==> config.mk <==
export PLATFORM = sky130hd
export DESIGN_NAME = ffca_seq_flat
export DESIGN_NICKNAME = d
export VERILOG_FILES = /design/src/sv/ffca_pkg.sv /design/src/sv/ffca_req_if.sv /design/src/sv/ffca_seq.sv /design/src/flat_wrapper.sv
export SDC_FILE = /design/constraint.sdc
export NUM_CORES = 1
export LEC_CHECK = 0
export BUFFER_PORTS_ARGS = -buffer_cell sky130_fd_sc_hd__buf_4
export CELL_PAD_IN_SITES_DETAIL_PLACEMENT = 0
export CELL_PAD_IN_SITES_GLOBAL_PLACEMENT = 2
export CORE_UTILIZATION = 25
export DETAILED_ROUTE_END_ITERATION = 6
export PLACE_DENSITY = 0.87
export RECOVER_POWER = 100
export SYNTH_ARGS = -nofsm -noshare
export SYNTH_HDL_FRONTEND = slang
export SYNTH_SLANG_ARGS = --single-unit
==> constraint.sdc <==
create_clock -name clock -period 4.5 [get_ports clock]
set_input_delay 0.45 -clock clock [delete_from_list [all_inputs] [get_ports clock]]
set_output_delay 0.45 -clock clock [all_outputs]
set_load 0.02 [all_outputs]
==> src/sv/ffca_pkg.sv <==
// ffca_pkg: shared types and constants of the first-fit cell allocator
// no dependencies; imported by the interfaces, ffca_seq and the core
package ffca_pkg;

   localparam int CODE_W  = 8;
   localparam int VALUE_W = 32;
   localparam int FUNC_W  = 2;
   localparam int ADDR_W  = 8;
   localparam int COUNT_W = 9;

   localparam logic [FUNC_W-1:0] FUNC_ALLOC = 2'd0;
   localparam logic [FUNC_W-1:0] FUNC_FREE  = 2'd1;
   localparam logic [FUNC_W-1:0] FUNC_READ  = 2'd2;

   localparam logic STATUS_OK       = 1'b0;
   localparam logic STATUS_NO_SPACE = 1'b1;

   typedef struct packed {
      logic                      status;
      logic [ADDR_W-1:0]         start_address;
      logic [CODE_W-1:0]         read_code;
      logic signed [VALUE_W-1:0] read_value;
   } res_type;

endpackage

==> src/sv/ffca_req_if.sv <==
// ffca_req_if: request channel of the allocator, valid/ready with payload
// depends on ffca_pkg for field widths
interface ffca_req_if import ffca_pkg::*; ();
   logic                      valid;
   logic                      ready;
   logic [FUNC_W-1:0]         func;
   logic [CODE_W-1:0]         ins_code;
   logic signed [VALUE_W-1:0] ins_value;
   logic                      is_last;
   logic [ADDR_W-1:0]         free_start;
   logic [COUNT_W-1:0]        free_count;

   modport source (
      output valid, func, ins_code, ins_value, is_last, free_start, free_count,
      input  ready
   );
   modport sink (
      input  valid, func, ins_code, ins_value, is_last, free_start, free_count,
      output ready
   );
endinterface

==> src/sv/ffca_seq.sv <==
// ffca_seq: allocator sequencer - staging, first-fit scan, copy, free and read
// depends on ffca_pkg, ffca_req_if; drives the cell and staging rams
module ffca_seq import ffca_pkg::*; #(
   parameter int CELLS = 256
) (
   input  logic                      clock,
   input  logic                      reset,
   input  logic [CODE_W-1:0]         empty_code,
   ffca_req_if.sink                  req,
   input  logic                      out_free,
   output logic                      res_load,
   output res_type                   res,
   output logic                      cell_we,
   output logic [$clog2(CELLS)-1:0]  cell_waddr,
   output logic [CODE_W-1:0]         cell_wcode,
   output logic [VALUE_W-1:0]        cell_wvalue,
   output logic                      cell_re,
   output logic [$clog2(CELLS)-1:0]  cell_raddr,
   input  logic [CODE_W-1:0]         cell_rcode,
   input  logic [VALUE_W-1:0]        cell_rvalue,
   output logic                      stg_we,
   output logic [$clog2(CELLS)-1:0]  stg_waddr,
   output logic [CODE_W-1:0]         stg_wcode,
   output logic [VALUE_W-1:0]        stg_wvalue,
   output logic                      stg_re,
   output logic [$clog2(CELLS)-1:0]  stg_raddr,
   input  logic [CODE_W-1:0]         stg_rcode,
   input  logic [VALUE_W-1:0]        stg_rvalue
);

   localparam int AW = $clog2(CELLS);
   localparam int CW = $clog2(CELLS + 1);
   localparam int SW = (CW > COUNT_W + 1) ? CW : COUNT_W + 1;

   typedef enum logic [2:0] {
      S_IDLE,
      S_FREE,
      S_SCAN,
      S_COPY,
      S_DONE,
      S_READ
   } state_type;

   state_type          state_ff, state_in;
   logic [CW-1:0]      staged_count_ff, staged_count_in;
   logic [CW-1:0]      len_ff, len_in;
   logic [SW-1:0]      ptr_ff, ptr_in;
   logic [SW-1:0]      end_ff, end_in;
   logic [CODE_W-1:0]  fill_code_ff, fill_code_in;
   logic [CW-1:0]      scan_addr_ff, scan_addr_in;
   logic               chk_valid_ff, chk_valid_in;
   logic [AW-1:0]      chk_addr_ff, chk_addr_in;
   logic [CW-1:0]      run_ff, run_in;
   logic [AW-1:0]      first_ff, first_in;
   logic [AW-1:0]      start_ff, start_in;
   logic [CW-1:0]      cp_rd_ff, cp_rd_in;
   logic               cp_wv_ff, cp_wv_in;
   logic [AW-1:0]      cp_wa_ff, cp_wa_in;
   logic               rd_hit_ff, rd_hit_in;
   logic               res_status_ff, res_status_in;

   logic               accept;
   logic [SW-1:0]      free_sum;
   logic [SW-1:0]      free_end;
   logic [CW-1:0]      staged_next;
   logic [SW-1:0]      ptr_inc;
   logic [CW-1:0]      run_inc;
   logic [AW-1:0]      first_sel;

   assign req.ready = (state_ff == S_IDLE);
   assign accept    = req.valid && req.ready;

   assign free_sum    = SW'(req.free_start) + SW'(req.free_count);
   assign free_end    = (free_sum > SW'(CELLS)) ? SW'(CELLS) : free_sum;
   assign staged_next = (staged_count_ff < CW'(CELLS)) ? staged_count_ff + 1'b1
                                                        : staged_count_ff;
   assign ptr_inc     = ptr_ff + 1'b1;
   assign run_inc     = run_ff + 1'b1;
   assign first_sel   = (run_ff == '0) ? chk_addr_ff : first_ff;

   always_comb begin
      state_in        = state_ff;
      staged_count_in = staged_count_ff;
      len_in          = len_ff;
      ptr_in          = ptr_ff;
      end_in          = end_ff;
      fill_code_in    = fill_code_ff;
      scan_addr_in    = scan_addr_ff;
      chk_valid_in    = chk_valid_ff;
      chk_addr_in     = chk_addr_ff;
      run_in          = run_ff;
      first_in        = first_ff;
      start_in        = start_ff;
      cp_rd_in        = cp_rd_ff;
      cp_wv_in        = cp_wv_ff;
      cp_wa_in        = cp_wa_ff;
      rd_hit_in       = rd_hit_ff;
      res_status_in   = res_status_ff;

      res_load    = 1'b0;
      res         = '0;
      cell_we     = 1'b0;
      cell_waddr  = '0;
      cell_wcode  = '0;
      cell_wvalue = '0;
      cell_re     = 1'b0;
      cell_raddr  = '0;
      stg_we      = 1'b0;
      stg_waddr   = AW'(staged_count_ff);
      stg_wcode   = req.ins_code;
      stg_wvalue  = req.ins_value;
      stg_re      = 1'b0;
      stg_raddr   = '0;

      unique case (state_ff)
         S_IDLE: begin
            if (accept) begin
               case (req.func)
                  FUNC_ALLOC: begin
                     stg_we = (staged_count_ff < CW'(CELLS));
                     if (req.is_last) begin
                        len_in          = staged_next;
                        staged_count_in = '0;
                        scan_addr_in    = '0;
                        chk_valid_in    = 1'b0;
                        run_in          = '0;
                        first_in        = '0;
                        state_in        = S_SCAN;
                     end else begin
                        staged_count_in = staged_next;
                     end
                  end
                  FUNC_FREE: begin
                     if (SW'(req.free_start) < free_end) begin
                        ptr_in       = SW'(req.free_start);
                        end_in       = free_end;
                        fill_code_in = empty_code;
                        state_in     = S_FREE;
                     end
                  end
                  FUNC_READ: begin
                     rd_hit_in  = (SW'(req.free_start) < SW'(CELLS));
                     cell_re    = rd_hit_in;
                     cell_raddr = AW'(req.free_start);
                     state_in   = S_READ;
                  end
                  default: begin
                  end
               endcase
            end
         end
         S_FREE: begin
            cell_we    = 1'b1;
            cell_waddr = AW'(ptr_ff);
            cell_wcode = fill_code_ff;
            ptr_in     = ptr_inc;
            if (ptr_inc == end_ff) begin
               state_in = S_IDLE;
            end
         end
         S_SCAN: begin
            if (scan_addr_ff < CW'(CELLS)) begin
               cell_re      = 1'b1;
               cell_raddr   = AW'(scan_addr_ff);
               scan_addr_in = scan_addr_ff + 1'b1;
               chk_valid_in = 1'b1;
               chk_addr_in  = AW'(scan_addr_ff);
            end else begin
               chk_valid_in = 1'b0;
            end
            if (chk_valid_ff) begin
               if (cell_rcode == empty_code) begin
                  run_in   = run_inc;
                  first_in = first_sel;
                  if (run_inc == len_ff) begin
                     start_in = first_sel;
                     cp_rd_in = '0;
                     cp_wv_in = 1'b0;
                     state_in = S_COPY;
                  end
               end else begin
                  run_in = '0;
               end
            end else if (scan_addr_ff == CW'(CELLS)) begin
               res_status_in = STATUS_NO_SPACE;
               start_in      = '0;
               state_in      = S_DONE;
            end
         end
         S_COPY: begin
            if (cp_rd_ff < len_ff) begin
               stg_re    = 1'b1;
               stg_raddr = AW'(cp_rd_ff);
               cp_rd_in  = cp_rd_ff + 1'b1;
               cp_wv_in  = 1'b1;
               cp_wa_in  = start_ff + AW'(cp_rd_ff);
            end else begin
               cp_wv_in = 1'b0;
            end
            if (cp_wv_ff) begin
               cell_we     = 1'b1;
               cell_waddr  = cp_wa_ff;
               cell_wcode  = stg_rcode;
               cell_wvalue = stg_rvalue;
            end
            if (cp_rd_ff == len_ff && !cp_wv_ff) begin
               res_status_in = STATUS_OK;
               state_in      = S_DONE;
            end
         end
         S_DONE: begin
            if (out_free) begin
               res_load          = 1'b1;
               res.status        = res_status_ff;
               res.start_address = ADDR_W'(start_ff);
               state_in          = S_IDLE;
            end
         end
         S_READ: begin
            if (out_free) begin
               res_load       = 1'b1;
               res.status     = STATUS_OK;
               res.read_code  = rd_hit_ff ? cell_rcode : empty_code;
               res.read_value = rd_hit_ff ? cell_rvalue : '0;
               state_in       = S_IDLE;
            end
         end
         default: begin
            state_in = S_IDLE;
         end
      endcase
   end

   always_ff @(posedge clock) begin
      if (reset) begin
         state_ff        <= S_FREE;
         staged_count_ff <= '0;
         ptr_ff          <= '0;
         end_ff          <= SW'(CELLS);
         fill_code_ff    <= '0;
         chk_valid_ff    <= 1'b0;
         cp_wv_ff        <= 1'b0;
      end else begin
         state_ff        <= state_in;
         staged_count_ff <= staged_count_in;
         ptr_ff          <= ptr_in;
         end_ff          <= end_in;
         fill_code_ff    <= fill_code_in;
         chk_valid_ff    <= chk_valid_in;
         cp_wv_ff        <= cp_wv_in;
      end
      len_ff        <= len_in;
      scan_addr_ff  <= scan_addr_in;
      chk_addr_ff   <= chk_addr_in;
      run_ff        <= run_in;
      first_ff      <= first_in;
      start_ff      <= start_in;
      cp_rd_ff      <= cp_rd_in;
      cp_wa_ff      <= cp_wa_in;
      rd_hit_ff     <= rd_hit_in;
      res_status_ff <= res_status_in;
   end

   a_no_cell_rw_clash: assert property (@(posedge clock) disable iff (reset)
      !(cell_we && cell_re))
      else $error("cell ram read and write in the same cycle");

   a_staged_bound: assert property (@(posedge clock) disable iff (reset)
      staged_count_ff <= CW'(CELLS))
      else $error("staged count beyond capacity");

   a_load_needs_room: assert property (@(posedge clock) disable iff (reset)
      res_load |-> out_free)
      else $error("result loaded while output register is full");

   a_last_starts_scan: assert property (@(posedge clock) disable iff (reset)
      (accept && req.func == FUNC_ALLOC && req.is_last) |=> (state_ff == S_SCAN))
      else $error("last alloc beat did not start a scan");

endmodule

==> src/flat_wrapper.sv <==
// flat-port wrapper written by rule: the top's interface ports become plain ports
module ffca_seq_flat import ffca_pkg::*;
#(
   parameter int CELLS = 256
)
  (clock, reset, empty_code, out_free, res_load, res, cell_we, cell_waddr, cell_wcode, cell_wvalue, cell_re, cell_raddr, cell_rcode, cell_rvalue, stg_we, stg_waddr, stg_wcode, stg_wvalue, stg_re, stg_raddr, stg_rcode, stg_rvalue, req_valid, req_func, req_ins_code, req_ins_value, req_is_last, req_free_start, req_free_count, req_ready);
  ffca_req_if req_i ();
  input  logic clock;
  input  logic reset;
  input  logic [CODE_W-1:0] empty_code;
  input  logic out_free;
  output logic res_load;
  output res_type res;
  output logic cell_we;
  output logic [$clog2(CELLS)-1:0] cell_waddr;
  output logic [CODE_W-1:0] cell_wcode;
  output logic [VALUE_W-1:0] cell_wvalue;
  output logic cell_re;
  output logic [$clog2(CELLS)-1:0] cell_raddr;
  input  logic [CODE_W-1:0] cell_rcode;
  input  logic [VALUE_W-1:0] cell_rvalue;
  output logic stg_we;
  output logic [$clog2(CELLS)-1:0] stg_waddr;
  output logic [CODE_W-1:0] stg_wcode;
  output logic [VALUE_W-1:0] stg_wvalue;
  output logic stg_re;
  output logic [$clog2(CELLS)-1:0] stg_raddr;
  input  logic [CODE_W-1:0] stg_rcode;
  input  logic [VALUE_W-1:0] stg_rvalue;
  input wire logic [$bits(req_i.valid)-1:0] req_valid;
  input wire logic [$bits(req_i.func)-1:0] req_func;
  input wire logic [$bits(req_i.ins_code)-1:0] req_ins_code;
  input wire logic [$bits(req_i.ins_value)-1:0] req_ins_value;
  input wire logic [$bits(req_i.is_last)-1:0] req_is_last;
  input wire logic [$bits(req_i.free_start)-1:0] req_free_start;
  input wire logic [$bits(req_i.free_count)-1:0] req_free_count;
  output wire logic [$bits(req_i.ready)-1:0] req_ready;
  assign req_i.valid = req_valid;
  assign req_i.func = req_func;
  assign req_i.ins_code = req_ins_code;
  assign req_i.ins_value = req_ins_value;
  assign req_i.is_last = req_is_last;
  assign req_i.free_start = req_free_start;
  assign req_i.free_count = req_free_count;
  assign req_ready = req_i.ready;
  ffca_seq #(.CELLS(CELLS)) u_core (.clock(clock), .reset(reset), .empty_code(empty_code), .req(req_i), .out_free(out_free), .res_load(res_load), .res(res), .cell_we(cell_we), .cell_waddr(cell_waddr), .cell_wcode(cell_wcode), .cell_wvalue(cell_wvalue), .cell_re(cell_re), .cell_raddr(cell_raddr), .cell_rcode(cell_rcode), .cell_rvalue(cell_rvalue), .stg_we(stg_we), .stg_waddr(stg_waddr), .stg_wcode(stg_wcode), .stg_wvalue(stg_wvalue), .stg_re(stg_re), .stg_raddr(stg_raddr), .stg_rcode(stg_rcode), .stg_rvalue(stg_rvalue));
endmodule
==> flow_summary.yaml, run 1 <==
clock_network:
  cts_max_level: 3
  post_cts_buffers: 0
  cts_root_buf: "clkbuf_16"
  clock_latency_ns: 0.37
  clk_path_buf_depth: 2
  hold_buffers: 0
  cts_sinks: 111
  clk_pin_slew_ns: 0.08
  cts_tree: "yes"
  cts_made_buffers: 9
synth:
  synthAdderAreaFrac: 0.0711
  synth-seq-cells: 111
  synth_cell_types: 68
  muxShareOfSynthArea: 0.0132
  synthSimpleGateAreaFrac: 0.234
  ys_warn_count: 0
  syn_nets: 1046
  synthFlopType: "edfxtp_1"
  avgSynthCellArea_um2: 9.14
  syn-cell-area_um2: 7780
  syn_inst: 851
  seq_area_frac_synth: 0.374
  synth_compound_area_frac: 0.138
  async_flop_share: 0
  synth_top_family_by_area: "simple AND/OR/NAND/NOR gates"
  synthXorXnorAreaFrac: 0.0835
  synth_edf_count: 69
grt:
  grt_use_met1: 0.194
  grt_use_total: 0.158
  grt_antenna_before_repair: 0
  use_met3: 0.0279
  grt-ovfl-total: 0
  grt_pass1_wl_um: 37800
  grt_max_degree: 49
  gr-max-usage-layer: "met2"
  grtUsageMet2: 0.283
  first_global_vias: 6533
setup_path:
  worstPathArrival_ns: 3.66
  cp_max_fo: 43
  cp-end-kind: "output port"
  critPathRequiredTime_ns: 4.05
  path_class: "reg -> out"
  worstSetupStartpointType: "register"
finish:
  final_net_count: 1218
  layout-drive-gt1-share: 0.181
  layout_common_cells: "buf_4 (143), clkbuf_1 (108), edfxtp_1 (69), and3_1 (67), nor2_1 (64)"
  diodes: 0
  syn2layout_area_growth_pct: 22.8
  final_common_cell: "buf_4"
  design_area_um2: 9550
route:
  routed_via_density: 4.81
  vias: 6847
  drtIter0Drc: 388
  antenna_left: 0
  wl_per_cell_um: 18.4
  routed_wl_um: 26200
  drcViolationCount: 0
  drt_pass1_iterations: 5
job:
  drv_cap: 0
sta:
  fin_crit_ns: 4.11
  slew_headroom: 0.0265
  rsz0062_at_grt: "false"
  hold_viol_final: 0
  max_freq_mhz: 243
  tightest_slew_ns: 1.46
  finalCritPeriodShare: 0.914
  skew_ns: 0.0107
  setup_tns_ns: 0
  slew_viol_final: 0
  setup_viol: 0
die:
  die_area_um2: 31800
  fp.dieW_um: 178
  die_y_um: 178
  floorplan.rows: 64
  core_region_area_um2: 30600
  initial_core_util: 0.254
  io_pins: 319
power:
  p_int_mw: 1.73
  power_frac_clock: 0.324
  combinationalPowerShare: 0.232
  power_density_nw_per_um2: 268
  p_leak_nw: 3.92
  sw_frac_of_total: 0.326
  p_seq_frac: 0.444
  power_switching_uw: 836
  max-vdd-ir-drop_mv: 0.217
hold_path:
  hold_class: "in -> reg"
placed_design:
  io_buffers: 238
  gp_congestion: 0.824
  hpwl_um: 20900
  dpl_cell_area_um2: 9660
outcome:
  status: "finished clean"
## power groups by stage
stage	clock network [mW]	registers, mW	logic, mW
4_1_cts	0.846	1.14	0.623
2_1_floorplan	0	1.14	0.431
3_5_place_dp	0	1.16	0.620
6_report	0.830	1.14	0.594
3_3_place_gp	0	1.16	0.616
5_1_grt	0.879	1.15	0.658
## Yosys cell counts, types with 7 or more instances
cell	instances	area, um2
dfxtp_1	42	841
ha_1	41	513
nand4_1	7	43.8
and2_1	42	263
nor3_1	11	55.1
mux2i_1	8	80.1
edfxtp_1	69	2070
nand3_1	34	170
buf_4	50	375
a21oi_1	54	270
nor2_1	65	244
o21a_1	7	52.6
nand2b_1	8	50.1
nand2_1	53	199
nor4_1	10	62.6
clkbuf_1	38	143
and3_1	67	419
nor2b_1	11	68.8
a22o_1	22	193
xor2_1	22	193
xnor2_1	47	412
inv_1	34	128
o21ai_0	13	65.1
## layer usage
layer  vias up  share of wire
met5         -              0
met4         0          0.013
met3        18          0.060
met2       230           0.50
met1      3267           0.43
li1       3332              -
## sequential cells by signal (all words and copies together) (netlist names), 9 cells and up
signal                  flops
u_core.run_ff               9
u_core.ptr_ff              10
u_core.len_ff               9
u_core.staged_count_ff      9
u_core.end_ff              10
u_core.scan_addr_ff         9
u_core.cp_rd_ff             9
## worst max-delay path, stage by stage (launching register included)
cell and delay, ns:
dfxtp_1 0.49, clkbuf_1 1.09, nand2b_1 0.24, nor2_2 0.90, a22o_1 0.28, clkbuf_1 0.29
## final cells by class
cell class	instances	area (um2)
Sequential cell	111	2910
Clock inverter	7	86.3
Tap cell	396	495
Inverter	34	128
Multi-Input combinational cell	613	4210
Clock buffer	9	225
Fill cell	3271	21000
Timing Repair Buffer	254	1500
## logic make-up (layout without fill, tap and decap cells)
family / Yosys count / after routing
and+or+nand+nor: 339 / 339
AOI/OAI and AO/OA: 150 / 150
buffers and inverters: 127 / 304
DFF: 111 / 111
xor gates and xnor gates: 71 / 71
adders and majority gates: 43 / 43
muxes: 10 / 10
## repair_timing
action	CTS	global route
endpoints found under the setup margin	0	2
endpoints found under the hold margin	0	0
resized for setup	0	1
## through the flow
stage	total power, mW	setup slack [ns]	hold WS, ns	utilization	std cells
5_1_grt	2.68	0.0317	0.355	0.312	1424
6_report	2.56	0.389	0.348	0.312	1424
3_5_place_dp	1.78	0.0185	0.447	0.316	1408
2_1_floorplan	1.57	0.256	0.424	-	851
4_1_cts	2.61	0.394	0.340	0.326	1424
3_3_place_gp	1.78	0.0711	0.442	0.316	1408
## final timing paths
path	slack, ns	cells after the start	endpoint	start
worst max-delay path	0.39	5	cell_waddr[4]	u_core.state_ff[0]
worst min-delay path	0.35	3	u_core.fill_code_ff[2]	empty_code[2]
worst max register to register	0.83	5	u_core.cp_rd_ff[1]	u_core.state_ff[0]
worst min register to register	0.46	2	u_core.fill_code_ff[6]	u_core.fill_code_ff[6]
Power figures use the tool's default switching activity.
==> run 2, diff against run 1 <==
--- a/config.mk
+++ b/config.mk
@@ -8,9 +8,9 @@
 export BUFFER_PORTS_ARGS = -buffer_cell sky130_fd_sc_hd__buf_4
 export CELL_PAD_IN_SITES_DETAIL_PLACEMENT = 0
 export CELL_PAD_IN_SITES_GLOBAL_PLACEMENT = 2
-export CORE_UTILIZATION = 25
+export CORE_UTILIZATION = 28
 export DETAILED_ROUTE_END_ITERATION = 6
-export PLACE_DENSITY = 0.87
+export PLACE_DENSITY = 0.91
 export RECOVER_POWER = 100
 export SYNTH_ARGS = -nofsm -noshare
 export SYNTH_HDL_FRONTEND = slang
==> constraint.sdc (replaced) <==
create_clock -name clock -period 4.6 [get_ports clock]
set_input_delay 0.46 -clock clock [delete_from_list [all_inputs] [get_ports clock]]
set_output_delay 0.46 -clock clock [all_outputs]
set_load 0.02 [all_outputs]
==> run 2 against run 1 <==
The run now ends with max-capacitance violations, max-slew violations left; first-iteration DRC count down 1.0%; routed wire length shrank 6.4%; clock power down 8.2%; non-clock buffer count fell by 3; critical path type is now in -> reg; critical endpoint is now u_core.ptr_ff[1]; largest cell class unchanged; largest power group unchanged.
==> flow_summary.yaml, run 2 (synthesis gave the netlist of run 1 again) <==
sta:
  finalCritPeriodShare: 0.928
  hold_viol_final: 0
  setup_ws_ns: 0.334
  fin_crit_ns: 4.27
  tightest_slew_ns: 1.81
  slew_headroom: -0.212
  slew_viol_final: 25
  rsz0062_at_grt: "false"
  setup_tns_ns: 0
  setup_viol: 0
  skew_ns: 0.00875
  max_freq_mhz: 234
setup_path:
  cp_max_fo: 15
  rrSetupSlack_ns: 1.36
  worstSetupStartpointType: "input pin"
  critPathBufInv: 2
  critPathLaunch: "req_free_start[0]"
  worstPathArrival_ns: 4.53
  worstReg2RegStart: "u_core.state_ff[0]"
  critPathTopFamily: "compound AO/OA/AOI/OAI gates"
  slowest_stage: "fa_1"
  critPathRequiredTime_ns: 4.86
  cp-end-kind: "register"
  crit_chain: "buf_4 -> ha_1 -> fa_1 -> a21oi_2 -> o21bai_1 -> xor2_1 -> or4_1 -> or3_1 -> o41ai_2 -> nand2_1 -> ha_1 -> a21oi_1 -> o211ai_1 -> o211ai_1 -> o311a_1 -> o31a_1 -> buf_12 -> nor3_1 -> nor4_1"
  critPathMaxStageDelay_ns: 0.42
  path_class: "in -> reg"
die:
  core_region_area_um2: 27100
  initial_core_util: 0.287
  io_pins: 319
  fp.dieW_um: 169
  floorplan.rows: 60
  die_area_um2: 28500
  die_y_um: 169
clock_network:
  cts_root_buf: "clkbuf_16"
  cts_resized: 0
  clk_pin_slew_ns: 0.08
  cts_sinks: 111
  cts_tree: "yes"
  clock_latency_ns: 0.36
  post_cts_buffers: 0
  hold_buffers: 0
  clk_path_buf_depth: 2
  cts_max_level: 3
  cts_made_buffers: 9
finish:
  layout_common_cells: "buf_4 (144), clkbuf_1 (106), edfxtp_1 (69), and3_1 (67), nor2_1 (65)"
  syn2layout_area_growth_pct: 22.0
  reg.largest.list: "u_core.end_ff x10, u_core.ptr_ff x10"
  final_net_count: 1215
  layout-drive-gt1-share: 0.179
  regArea_um2: 2910
  diodes: 0
  multi_input_area_um2: 4200
  utilization: 0.350
  final_common_cell: "buf_4"
  final_cell_count_no_fill: 1397
  fillers: 2897
grt:
  grt_use_total: 0.168
  first_global_vias: 6351
  grt_max_degree: 49
  grt_pass1_wl_um: 36500
  grt-ovfl-total: 0
  grt_antenna_before_repair: 0
power:
  max-vdd-ir-drop_mv: 0.164
  power.total_mw: 2.46
  p_leak_nw: 3.90
  power_density_nw_per_um2: 259
placed_design:
  pre_cts_ws_ns: -0.0901
  hpwl_um: 19500
  dp.cells: 1381
  gp_congestion: 0.838
  io_buffers: 238
hold_path:
  hold_class: "in -> reg"
  min_from: "empty_code[3]"
job:
  drv_cap: 1
outcome:
  failed_checks: "max-capacitance violations, max-slew violations"
  status: "complete, but fails checks"
route:
  routed_wl_um: 24600
  routed_via_density: 4.85
  drcViolationCount: 0
  antenna_left: 0
  wl_per_cell_um: 17.6
  vias: 6779
  drt_pass1_iterations: 4
  drtIter0Drc: 384
[run 2: routing by layer]
metal / up-vias / track usage / share of wire
met3: 22 / 0.0306 / 0.054
met4: 0 / 0.0549 / 0.019
li1: 3327 / - / -
met2: 219 / 0.283 / 0.49
met1: 3211 / 0.215 / 0.44
met5: - / 0 / 0
[run 2: report_power, final]
part | switching, mW | internal [mW]
sequential | 0.0390 | 1.07
clock | 0.386 | 0.376
combinational | 0.360 | 0.230
total | 0.785 | 1.68
[run 2: final cells by class]
| class | instances | area share |
|---|---|---|
| timing repair buffer | 251 | 0.158 |
| clock inverter | 7 | 0.00593 |
| sequential | 111 | 0.307 |
| multi-input combinational | 613 | 0.443 |
| tap | 372 | 0.0490 |
| inverter | 34 | 0.0134 |
| clock buffer | 9 | 0.0237 |
[run 2: worst register-to-register path, cell delays in order (launching register included)]
cell and delay, ns:
dfxtp_1 0.32, buf_4 0.36, nand2b_1 0.16, nor2_1 1.36, o21ai_0 0.36, nand3_1 0.27
a41o_1 0.17, o211ai_1 0.10
[run 2: final timing paths]
| path | end | depth (start not counted) |
|---|---|---|
| setup reg to reg | u_core.state_ff[0] | 7 |
| hold / removal | u_core.fill_code_ff[3] | 3 |
| hold reg to reg | u_core.fill_code_ff[0] | 2 |
| setup / recovery | u_core.ptr_ff[1] | 19 |
[run 2: metrics by stage]
| stage | cell area, um2 | hold WS (ns) |
|---|---|---|
| final | 9490 | 0.369 |
| after global routing | 9490 | 0.373 |
| after detailed placement | 9620 | 0.455 |
| after floorplan | 7780 | 0.424 |
| after CTS | 9900 | 0.355 |
| after global placement | 9620 | 0.446 |
